File: config.mk
export PLATFORM = sky130hd
export DESIGN_NAME = hgf_ctrl
export DESIGN_NICKNAME = d
export VERILOG_FILES = /design/src/rtl/hgf_pkg.sv /design/src/rtl/hgf_ctrl.sv
export SDC_FILE = /design/constraint.sdc
export NUM_CORES = 1
export LEC_CHECK = 0
export ABC_AREA = 1
export BUFFER_PORTS_ARGS = -buffer_cell sky130_fd_sc_hd__buf_2
export CAP_MARGIN = 20
export CORE_UTILIZATION = 35
export CTS_CLUSTER_DIAMETER = 30
export DETAILED_ROUTE_END_ITERATION = 8
export GPL_TIMING_DRIVEN = 0
export PLACE_DENSITY_LB_ADDON = 0.3
export RECOVER_POWER = 100
export SETUP_SLACK_MARGIN = 0.02
export SLEW_MARGIN = 30
export SYNTH_ARGS = -nofsm -noshare
export SYNTH_HDL_FRONTEND = slang
export SYNTH_SLANG_ARGS = --single-unit
File: constraint.sdc
create_clock -name clock -period 1.8 [get_ports clock]
set_input_delay 0 -clock clock [delete_from_list [all_inputs] [get_ports clock]]
set_output_delay 0 -clock clock [all_outputs]
set_load 0.02 [all_outputs]
File: src/rtl/hgf_pkg.sv
`timescale 1ns / 1ps
// ----------------------------------------------------------------------------
// hgf_pkg
// Shared constants, types and controller/datapath interface for the HSV grid
// fade and LED render core.
// ----------------------------------------------------------------------------
package hgf_pkg;

   localparam int GRID_WIDTH  = 8;
   localparam int GRID_HEIGHT = 8;
   localparam int CELLS       = GRID_WIDTH * GRID_HEIGHT;
   localparam int X_W         = $clog2(GRID_WIDTH);
   localparam int Y_W         = $clog2(GRID_HEIGHT);
   localparam int ADDR_W      = $clog2(CELLS);
   localparam int STEP_W      = 24;
   localparam int MAG_W       = STEP_W - 1;
   localparam int DCNT_W      = $clog2(MAG_W);

   localparam logic [1:0] MODE_WRITE  = 2'd0;
   localparam logic [1:0] MODE_TICK   = 2'd1;
   localparam logic [1:0] MODE_RENDER = 2'd2;

   typedef enum logic [1:0] {
      RD_ITEM   = 2'd0,
      RD_COUNT  = 2'd1,
      RD_CORNER = 2'd2
   } rd_src_type;

   typedef enum logic [13:0] {
      ST_IDLE   = 14'b00000000000001,
      ST_DECODE = 14'b00000000000010,
      ST_WR_RD  = 14'b00000000000100,
      ST_WR_DIV = 14'b00000000001000,
      ST_WR_WT  = 14'b00000000010000,
      ST_TK_RD  = 14'b00000000100000,
      ST_TK_MUL = 14'b00000001000000,
      ST_TK_WR  = 14'b00000010000000,
      ST_RN_RD  = 14'b00000100000000,
      ST_RN_MAC = 14'b00001000000000,
      ST_HSV1   = 14'b00010000000000,
      ST_HSV2   = 14'b00100000000000,
      ST_HSV3   = 14'b01000000000000,
      ST_FIN    = 14'b10000000000000
   } state_type;

   typedef struct packed {
      logic       capture;
      logic       wr_direct;
      logic       rd;
      rd_src_type rd_src;
      logic       div_start;
      logic       step_wr;
      logic       tk_mul;
      logic       tk_wr;
      logic       tk_end;
      logic       cnt_clr;
      logic       cnt_inc;
      logic       rn_wgt;
      logic       rn_mac;
      logic       acc_clr;
      logic       hsv1;
      logic       hsv2;
      logic       hsv3;
      logic       out_ld;
   } cmd_type;

   typedef struct packed {
      logic [1:0] mode;
      logic       len_zero;
      logic       fade_active;
      logic       px_zero;
      logic       div_busy;
      logic       cnt_last;
      logic       corner_last;
   } sts_type;

endpackage

File: src/rtl/hgf_ctrl.sv
`timescale 1ns / 1ps
// ----------------------------------------------------------------------------
// hgf_ctrl
// Sequencer for cell writes, fade ticks and LED renders; owns both handshakes.
// ----------------------------------------------------------------------------
module hgf_ctrl
   import hgf_pkg::*;
(
   input  logic    clock,
   input  logic    reset,
   input  logic    req_valid,
   output logic    req_stall,
   output logic    rsp_valid,
   input  logic    rsp_stall,
   input  sts_type sts,
   output cmd_type cmd
);

   state_type state_ff, state_in;
   logic      rsp_valid_ff, rsp_valid_in;

   always_comb begin
      state_in = state_ff;
      cmd      = '0;
      cmd.rd_src = RD_ITEM;
      case (state_ff)
         ST_IDLE: begin
            if (req_valid) begin
               cmd.capture = 1'b1;
               state_in    = ST_DECODE;
            end
         end
         ST_DECODE: begin
            cmd.cnt_clr = 1'b1;
            cmd.acc_clr = 1'b1;
            case (sts.mode)
               MODE_WRITE: begin
                  if (sts.len_zero) begin
                     cmd.wr_direct = 1'b1;
                     state_in      = ST_FIN;
                  end else begin
                     state_in = ST_WR_RD;
                  end
               end
               MODE_TICK:   state_in = sts.fade_active ? ST_TK_RD : ST_FIN;
               MODE_RENDER: state_in = sts.px_zero ? ST_FIN : ST_RN_RD;
               default:     state_in = ST_FIN;
            endcase
         end
         ST_WR_RD: begin
            cmd.rd   = 1'b1;
            state_in = ST_WR_DIV;
         end
         ST_WR_DIV: begin
            cmd.div_start = 1'b1;
            state_in      = ST_WR_WT;
         end
         ST_WR_WT: begin
            if (!sts.div_busy) begin
               cmd.step_wr = 1'b1;
               state_in    = ST_FIN;
            end
         end
         ST_TK_RD: begin
            cmd.rd     = 1'b1;
            cmd.rd_src = RD_COUNT;
            state_in   = ST_TK_MUL;
         end
         ST_TK_MUL: begin
            cmd.tk_mul = 1'b1;
            state_in   = ST_TK_WR;
         end
         ST_TK_WR: begin
            cmd.tk_wr   = 1'b1;
            cmd.cnt_inc = 1'b1;
            if (sts.cnt_last) begin
               cmd.tk_end = 1'b1;
               state_in   = ST_FIN;
            end else begin
               state_in = ST_TK_RD;
            end
         end
         ST_RN_RD: begin
            cmd.rd     = 1'b1;
            cmd.rd_src = RD_CORNER;
            cmd.rn_wgt = 1'b1;
            state_in   = ST_RN_MAC;
         end
         ST_RN_MAC: begin
            cmd.rn_mac  = 1'b1;
            cmd.cnt_inc = 1'b1;
            state_in    = sts.corner_last ? ST_HSV1 : ST_RN_RD;
         end
         ST_HSV1: begin
            cmd.hsv1 = 1'b1;
            state_in = ST_HSV2;
         end
         ST_HSV2: begin
            cmd.hsv2 = 1'b1;
            state_in = ST_HSV3;
         end
         ST_HSV3: begin
            cmd.hsv3 = 1'b1;
            state_in = ST_FIN;
         end
         ST_FIN: begin
            if (!rsp_valid_ff || !rsp_stall) begin
               cmd.out_ld = 1'b1;
               state_in   = ST_IDLE;
            end
         end
         default: state_in = ST_IDLE;
      endcase
   end

   always_comb begin
      rsp_valid_in = rsp_valid_ff;
      if (cmd.out_ld) begin
         rsp_valid_in = 1'b1;
      end else if (!rsp_stall) begin
         rsp_valid_in = 1'b0;
      end
   end

   always_ff @(posedge clock) begin
      if (reset) begin
         state_ff     <= ST_IDLE;
         rsp_valid_ff <= 1'b0;
      end else begin
         state_ff     <= state_in;
         rsp_valid_ff <= rsp_valid_in;
      end
   end

   assign req_stall = (state_ff != ST_IDLE);
   assign rsp_valid = rsp_valid_ff;

endmodule

Word-level counts from Yosys, hierarchy flattened
Index checks and enable logic that the tools add are counted.

Add/subtract/negate cells: 0. Multipliers: 0. Divide/modulo/power cells: 0. $lt $le $gt $ge: 0. Equality and inequality tests: 21. Shift operators: 0. Muxes and demuxes: 34. Bitwise gates (word level): 0. Reductions and logical operators: 7.

Operator list (number): $pmux 14 s14 (1); $mux 14 (7); $pmux 14 s3 (1); $mux 1 (22); $eq 14x1->1 const B (1); $eq 14x10->1 const B (1); $eq 14x11->1 const B (1); $eq 14x12->1 const B (1); $eq 14x13->1 const B (1); $eq 14x14->1 const B (1); $eq 14x2->1 const B (1); $eq 14x3->1 const B (1); $eq 14x4->1 const B (1); $eq 14x5->1 const B (1); $eq 14x6->1 const B (1); $eq 14x7->1 const B (1); $eq 14x8->1 const B (1); $eq 14x9->1 const B (1); $ne 14x1->1 const B (1); $mux 11 (1); $ne 2x2->1 const B (3); $pmux 2 s2 (1); $reduce_and 3->1 (1); $reduce_or 3->1 (1); 8 further kinds (9).

Register bits after elaboration: 15. Bits in latches: 0. Bits in writable memories: 0. Bits in read-only memories: 0. Bits of input ports: 12. Memories kept: 0.

Depth between registers and ports, before layout
Gate-level depths: netlist (run 1).

Depth after elaboration: 5. Gate-level depth with buffers: 11. Gate-level depth less buffers: 11.

Least setup slack after synthesis (run 1)
OpenSTA, ideal clock, no wires.

Kind: reg-to-reg. Start point: register state_ff[6]. End point: register state_ff[0]. Library setup time: 113 ps. Arrival: 1189 ps. Required time: 1687 ps. Path slack: 497 ps. Cell stages (with the launch flop): 11. Buffers on the path: 0. Clock period less this slack: 1303 ps. Path through: dfxtp_1 > nor2_2 > nand2_4 > nor2_8 > nand2_2 > nand2_2 > inv_1 > nand2_1 > nor2_1 > nand3_1 > nand2_1.

Longest elaborated chain between the ends: 3. Elaborated cells on any way between the ends: 19. Those cells by class: eq/ne: 17; mux: 1; reduce/logical: 1.

Ends and longest elaborated chain: start: declaration (RTL line hgf_ctrl.sv:19) `state_type state_ff, state_in;`; start signal: assignment (RTL line hgf_ctrl.sv:130) `state_ff <= state_in;`; $eq 14x14->1 (tied with other cells) (RTL line hgf_ctrl.sv:26) `case (state_ff)`; $ne 2x2->1 (no source line); $reduce_and 3->1 (no source line).

Several ways; a longest one is shown, not always the timed one. A chain may end at the register's enable or synchronous reset.

==> flow_summary_export.csv, run 1 <==
group,metric,value,unit
logic_synthesis,yosysSeqAreaShare,0.2637,
power_and_ir_drop,clkPwrFrac,0.242,
worst_setup_path,reg2reg_depth,8,
timing,setup_tns,0,ns
power_and_ir_drop,p_comb_frac,0.326,
drt,initialDrtViolationCount,27,
power_and_ir_drop,power_leakage,0.7604,nW
drt,detail-route-antenna-nets,0,
min_path,min_to,"state_ff[1]",
worst_setup_path,reg2reg_slack,0.32,ns
layout,nets,220,
global_route,grt_antenna_before_repair,0,
worst_setup_path,path_class,"flip-flop to output port",
worst_setup_path,startpoint,"state_ff[6]",
clock_network,clock_latency,0.29,ns
logic_synthesis,netlist.area_leader.share,0.2637,
logic_synthesis,ys.flop_type,"dfxtp_1",
drt,drtPass1Iterations,4,
logic_synthesis,syn_area,1139,sq um
timing,setup_viol_count_final,0,
timing,setup_slack,0.1759,ns
placed_design,dp_slack,0.3726,ns
logic_synthesis,syn_avg_cell_area,6.818,sq um
global_route,grt_overflow,0,
power_and_ir_drop,internal-power,517.2,uW
clock_network,clockRootBuffer,"clkbuf_4",
logic_synthesis,synth_cells,167,
min_path,hold_class,"input port to flip-flop",
drt,drcViolationCount,0,
global_route,first_global_vias,972,
worst_setup_path,endpoint_kind,"output port",
global_route,met1_usage,0.2231,
placed_design,hpwl,2.051,mm
global_route,grt_use_total,0.1618,
layout,area_growth,20.66,%
worst_setup_path,timing.rr.end,"state_ff[3]",
timing,finalHoldViolCount,0,
global_route,grt_max_degree,11,
layout,antenna_cells,0,
clock_network,cts_hold_buffers,4,
power_and_ir_drop,p_per_area,592.9,nW/um^2
floorplanning,die_h,59.04,microns
power_and_ir_drop,vdd_drop_max,0.0002691,V
clock_network,cts_max_path_buffers,2,
logic_synthesis,synth_top_family_by_area,"simple AND/OR/NAND/NOR gates",
logic_synthesis,yosysMostFrequentCell,"inv_1",
floorplanning,die_w,59.04,microns
timing,drv_slew,0,
drt,viasPerCell,4.351,
layout,drive_gt1_frac,0.2899,
clock_network,clock-sinks,15,
drt,wl_per_cell,10.15,microns
worst_setup_path,r2r-start,"state_ff[13]",
clock_network,htreeDepth,1,
clock_network,cts_tree,"yes",
min_path,min_path_cells,3,
timing,finClkSkew,0.009115,ns
job,maxCapViolations,0,
layout,final_area,1374,sq um
timing,grt_setup_unrepaired,"false",
logic_synthesis,ys_warn_count,0,
worst_setup_path,cp.arrival,1.62,ns
logic_synthesis,async_reset_ff_frac,0,
global_route,gr-usage-met3,0.01965,
floorplanning,start_util,0.3699,
global_route,busiest_layer,"met2",
worst_setup_path,start_kind,"flip-flop",
timing,timing.final.crit_share,0.9023,
logic_synthesis,synth_simple_gate_area_frac,0.5692,
drt,num_vias,1092,
timing,tightest_slew,0.5887,ns
clock_network,clk_pin_slew,0.10,ns
floorplanning,rows,20,
global_route,grt.met2_usage,0.2679,
placed_design,io_buffers,32,
logic_synthesis,synth_mux_area_frac,0,
power_and_ir_drop,pwr-share-seq,0.432,
clock_network,ctsResizeCount,0,
logic_synthesis,synth-edff-count,0,
worst_setup_path,path_max_fanout,7,
logic_synthesis,ys_types,28,
logic_synthesis,synth_fa_ha_area_frac,0,
floorplanning,core_area,3078,sq um
placed_design,dp.cells,243,
logic_synthesis,yosys.area_share.xor_xnor,0,
logic_synthesis,ys_ff_latch,15,
layout,stdcell_count,251,
floorplanning,ios,33,
logic_synthesis,synthTopCellsByArea,"dfxtp_1 26%, inv_1 10%, nand2_1 8.2%",
timing,slew_headroom,0.6075,
logic_synthesis,yosysTopAreaCell,"dfxtp_1",
clock_network,numCtsBuffers,3,
outcome,status,"finished, final reports clean",
power_and_ir_drop,p_sw,297.4,uW
min_path,min_from,"req_valid",
timing,fin_crit,1.624,ns
drt,wirelength,2.547,mm
logic_synthesis,synth-compound-area-share,0.03077,
logic_synthesis,syn_nets,179,
worst_setup_path,worstPathRequired,1.80,ns
global_route,grt_pass1_wl,4.250,mm
placed_design,gp_congestion,0.7766,
logic_synthesis,yosys-top-cells-count,"31 x inv_1, 25 x nand2_1, 22 x nor2_1",
timing,fmax,615.7,MHz
power_and_ir_drop,switching_share,0.3650,
power_and_ir_drop,total_power,814.6,uW
floorplanning,dieArea,3485,sq um
clock_network,post-cts-setup-buffer-count,0,
layout,final_core_util,0.4463,
timing,hold_ws,0.002882,ns
placed_design,placed_cell_area,1354,sq um
sequential cells by signal (all words and copies together), names as in the netlist:
name       cells
rsp_valid      1
state_ff      14
worst max-delay path by stage:
stage	endpoint	slack, ns	depth (start not counted)
after floorplan	state_ff[0]	0.50	10
after global placement	state_ff[6]	0.37	8
after detailed placement	state_ff[6]	0.37	8
after CTS	cmd[0]	0.20	7
after global routing	cmd[18]	0.05	6
final	cmd[0]	0.18	7
critical path, cell delays in order, from the launching register on:
cell and delay, ns:
dfxtp_1 0.35, nor2_2 0.20, nand2_4 0.11, nor2_8 0.19
nand2_1 0.09, nor2_1 0.09, buf_4 0.10, clkbuf_1 0.22
power by group through the flow:
stage | Combinational, mW | Sequential, mW | Clock, mW
2_1_floorplan | 0.212 | 0.358 | 0
3_3_place_gp | 0.277 | 0.359 | 0
3_5_place_dp | 0.277 | 0.359 | 0
4_1_cts | 0.285 | 0.352 | 0.206
5_1_grt | 0.299 | 0.352 | 0.218
6_report | 0.266 | 0.352 | 0.198
cells by family (layout without fill, tap and decap cells):
logic type / after synthesis / count (layout)
buf+inv: 38 / 78
simple gates: 108 / 108
compound gates: 6 / 6
flops: 15 / 15
per-layer routing:
metal	vias to the layer above	part of all wire
met5	-	0
met4	0	0.0059
met3	2	0.056
met2	36	0.43
met1	458	0.50
li1	596	-
cell type report:
class | count | area [sq um]
Fill cell | 358 | 1704
Multi-Input combinational cell | 114 | 653.1
Sequential cell | 15 | 300.3
Timing Repair Buffer | 36 | 185.2
Inverter | 35 | 133.9
Tap cell | 44 | 55.05
Clock buffer | 3 | 22.52
Buffer | 3 | 18.77
Clock inverter | 1 | 5.005
placed cells by master (no fill, tap or decap), types with 3 or more instances in the layout:
cell type	count
nand3_1	16
dlygate4sd3_1	4
clkbuf_1	13
buf_2	19
dfxtp_1	15
inv_1	33
nand2_2	7
nor3_1	8
clkbuf_4	3
nand2_1	27
nor2_1	22
nor2_2	10
nand2_4	4
Power figures use the tool's default switching activity.
==> run 2, diff against run 1 <==
clock period = 2.1 ns   (was 1.8 ns; I/O delays follow)
==> flow_summary_export.csv, run 2 (same netlist as run 1, synthesis figures left out) <==
group,metric,value,unit
layout,area_growth,17.69,%
timing,tightest_slew,0.5869,ns
outcome,status,"finished, final reports clean",
layout,largest_reg_flops,14,
placed_design,dp.cells,243,
power_and_ir_drop,vdd_drop_max,0.0002199,V
placed_design,dp_slack,0.6726,ns
timing,finClkSkew,0.008048,ns
global_route,first_global_vias,966,
layout,regMostFlops,"state_ff",
global_route,grt_overflow,0,
drt,wirelength,2.554,mm
timing,slew_headroom,0.6088,
drt,detail-route-antenna-nets,0,
placed_design,io_buffers,32,
job,maxCapViolations,0,
power_and_ir_drop,power_leakage,0.7623,nW
worst_setup_path,crit_end,"state_ff[2]",
clock_network,clockRootBuffer,"clkbuf_4",
timing,drv_slew,0,
layout,stdcell_count,251,
clock_network,ctsResizeCount,0,
worst_setup_path,reg2reg_depth,6,
global_route,grt_antenna_before_repair,0,
clock_network,clock_latency,0.29,ns
global_route,grt_max_degree,11,
worst_setup_path,timing.rr.end,"state_ff[2]",
drt,num_vias,1090,
timing,setup_viol_count_final,0,
timing,fmax,537.6,MHz
global_route,grt_pass1_wl,4.229,mm
clock_network,cts_tree,"yes",
drt,drtPass1Iterations,4,
clock_network,numCtsBuffers,3,
timing,grt_setup_unrepaired,"false",
worst_setup_path,path_max_fanout,10,
clock_network,cts_max_path_buffers,2,
timing,setup_tns,0,ns
drt,drcViolationCount,0,
min_path,hold_class,"input port to flip-flop",
floorplanning,dieArea,3485,sq um
floorplanning,rows,20,
worst_setup_path,endpoint_kind,"flip-flop",
clock_network,clk_pin_slew,0.10,ns
clock_network,clock-sinks,15,
floorplanning,die_h,59.04,microns
layout,drive_gt1_frac,0.2657,
layout,final_core_util,0.4354,
floorplanning,core_area,3078,sq um
layout,final_cell_mix,"31 x inv_1, 29 x nand2_1, 27 x nor2_1",
global_route,grt_use_total,0.1609,
worst_setup_path,path_class,"flip-flop to flip-flop",
timing,setup_slack,0.2398,ns
drt,wl_per_cell,10.18,microns
worst_setup_path,start_kind,"flip-flop",
power_and_ir_drop,p_per_area,514.8,nW/um^2
layout,antenna_cells,0,
placed_design,gp_congestion,0.7766,
layout,nets,220,
timing,finalHoldViolCount,0,
worst_setup_path,startpoint,"state_ff[13]",
clock_network,htreeDepth,1,
worst_setup_path,worstPathRequired,2.33,ns
timing,timing.final.crit_share,0.8858,
placed_design,hpwl,2.051,mm
floorplanning,start_util,0.3699,
floorplanning,ios,33,
worst_setup_path,cp.arrival,2.09,ns
layout,fillers,366,
worst_setup_path,reg2reg_slack,0.24,ns
worst_setup_path,r2r-start,"state_ff[13]",
floorplanning,die_w,59.04,microns
drt,initialDrtViolationCount,22,
drt,viasPerCell,4.343,
layout,final_common_cell,"inv_1",
timing,fin_crit,1.860,ns
[run 2: metal layers]
layer	vias to the layer above	routed length [microns]	track usage
li1	596	-	-
met4	0	17	0.04082
met3	2	112	0.01965
met1	465	1314	0.2231
met5	-	0	0
met2	27	1110	0.2646
[run 2: per-stage QoR]
stage | hold slack [ns] | total power [mW] | cell area, sq um
after detailed placement | 0.1815 | 0.5453 | 1354
final | 0.007127 | 0.6898 | 1340
after CTS | 0.008999 | 0.7211 | 1421
after global routing | 0.05380 | 0.7335 | 1340
after global placement | 0.1829 | 0.5447 | 1354
after floorplan | 0.07655 | 0.4881 | 1139
[run 2: worst min-delay path by stage]
stage / cells after the start / slack, ns / start / end
global route: 3 / 0.05 / req_valid / state_ff[1]
detailed placement: 2 / 0.18 / sts[5] / state_ff[2]
finish: 4 / 0.007 / req_valid / state_ff[0]
global placement: 2 / 0.18 / sts[5] / state_ff[2]
CTS: 4 / 0.009 / req_valid / state_ff[0]
floorplan: 1 / 0.08 / sts[5] / state_ff[2]
[run 2: where the power goes]
group / switching, mW / leakage [nW] / internal (mW) / total (mW)
logic: 0.145 / 0.623 / 0.0729 / 0.218
clock network: 0.0999 / 0.0177 / 0.0708 / 0.171
registers: 0.00685 / 0.121 / 0.294 / 0.301
total: 0.252 / 0.762 / 0.438 / 0.690
[run 2: layout make-up]
type | count | area, sq um | area share
buffer | 3 | 18.77 | 0.01401
clock buffer | 3 | 22.52 | 0.01681
clock inverter | 1 | 5.005 | 0.003735
inverter | 35 | 136.4 | 0.1018
multi-input combinational | 114 | 618.1 | 0.4612
sequential | 15 | 300.3 | 0.2241
tap | 44 | 55.05 | 0.04108
timing repair buffer | 36 | 183.9 | 0.1373
[run 2: timing repair]
action / in CTS / in global routing
hold endpoints to repair: 3 / 0
hold buffers: 4 / 0
setup endpoints to repair: 0 / 0
setup buffers: 0 / 0
[run 2: worst max-delay path, cell delays in order, from the launching register on]
cell           delay, ns
dfxtp_1             0.34
nor2_1              0.24
inv_2               0.10
nor2_8              0.23
nand3_2             0.15
nor4_1              0.17
dlygate4sd3_1       0.57
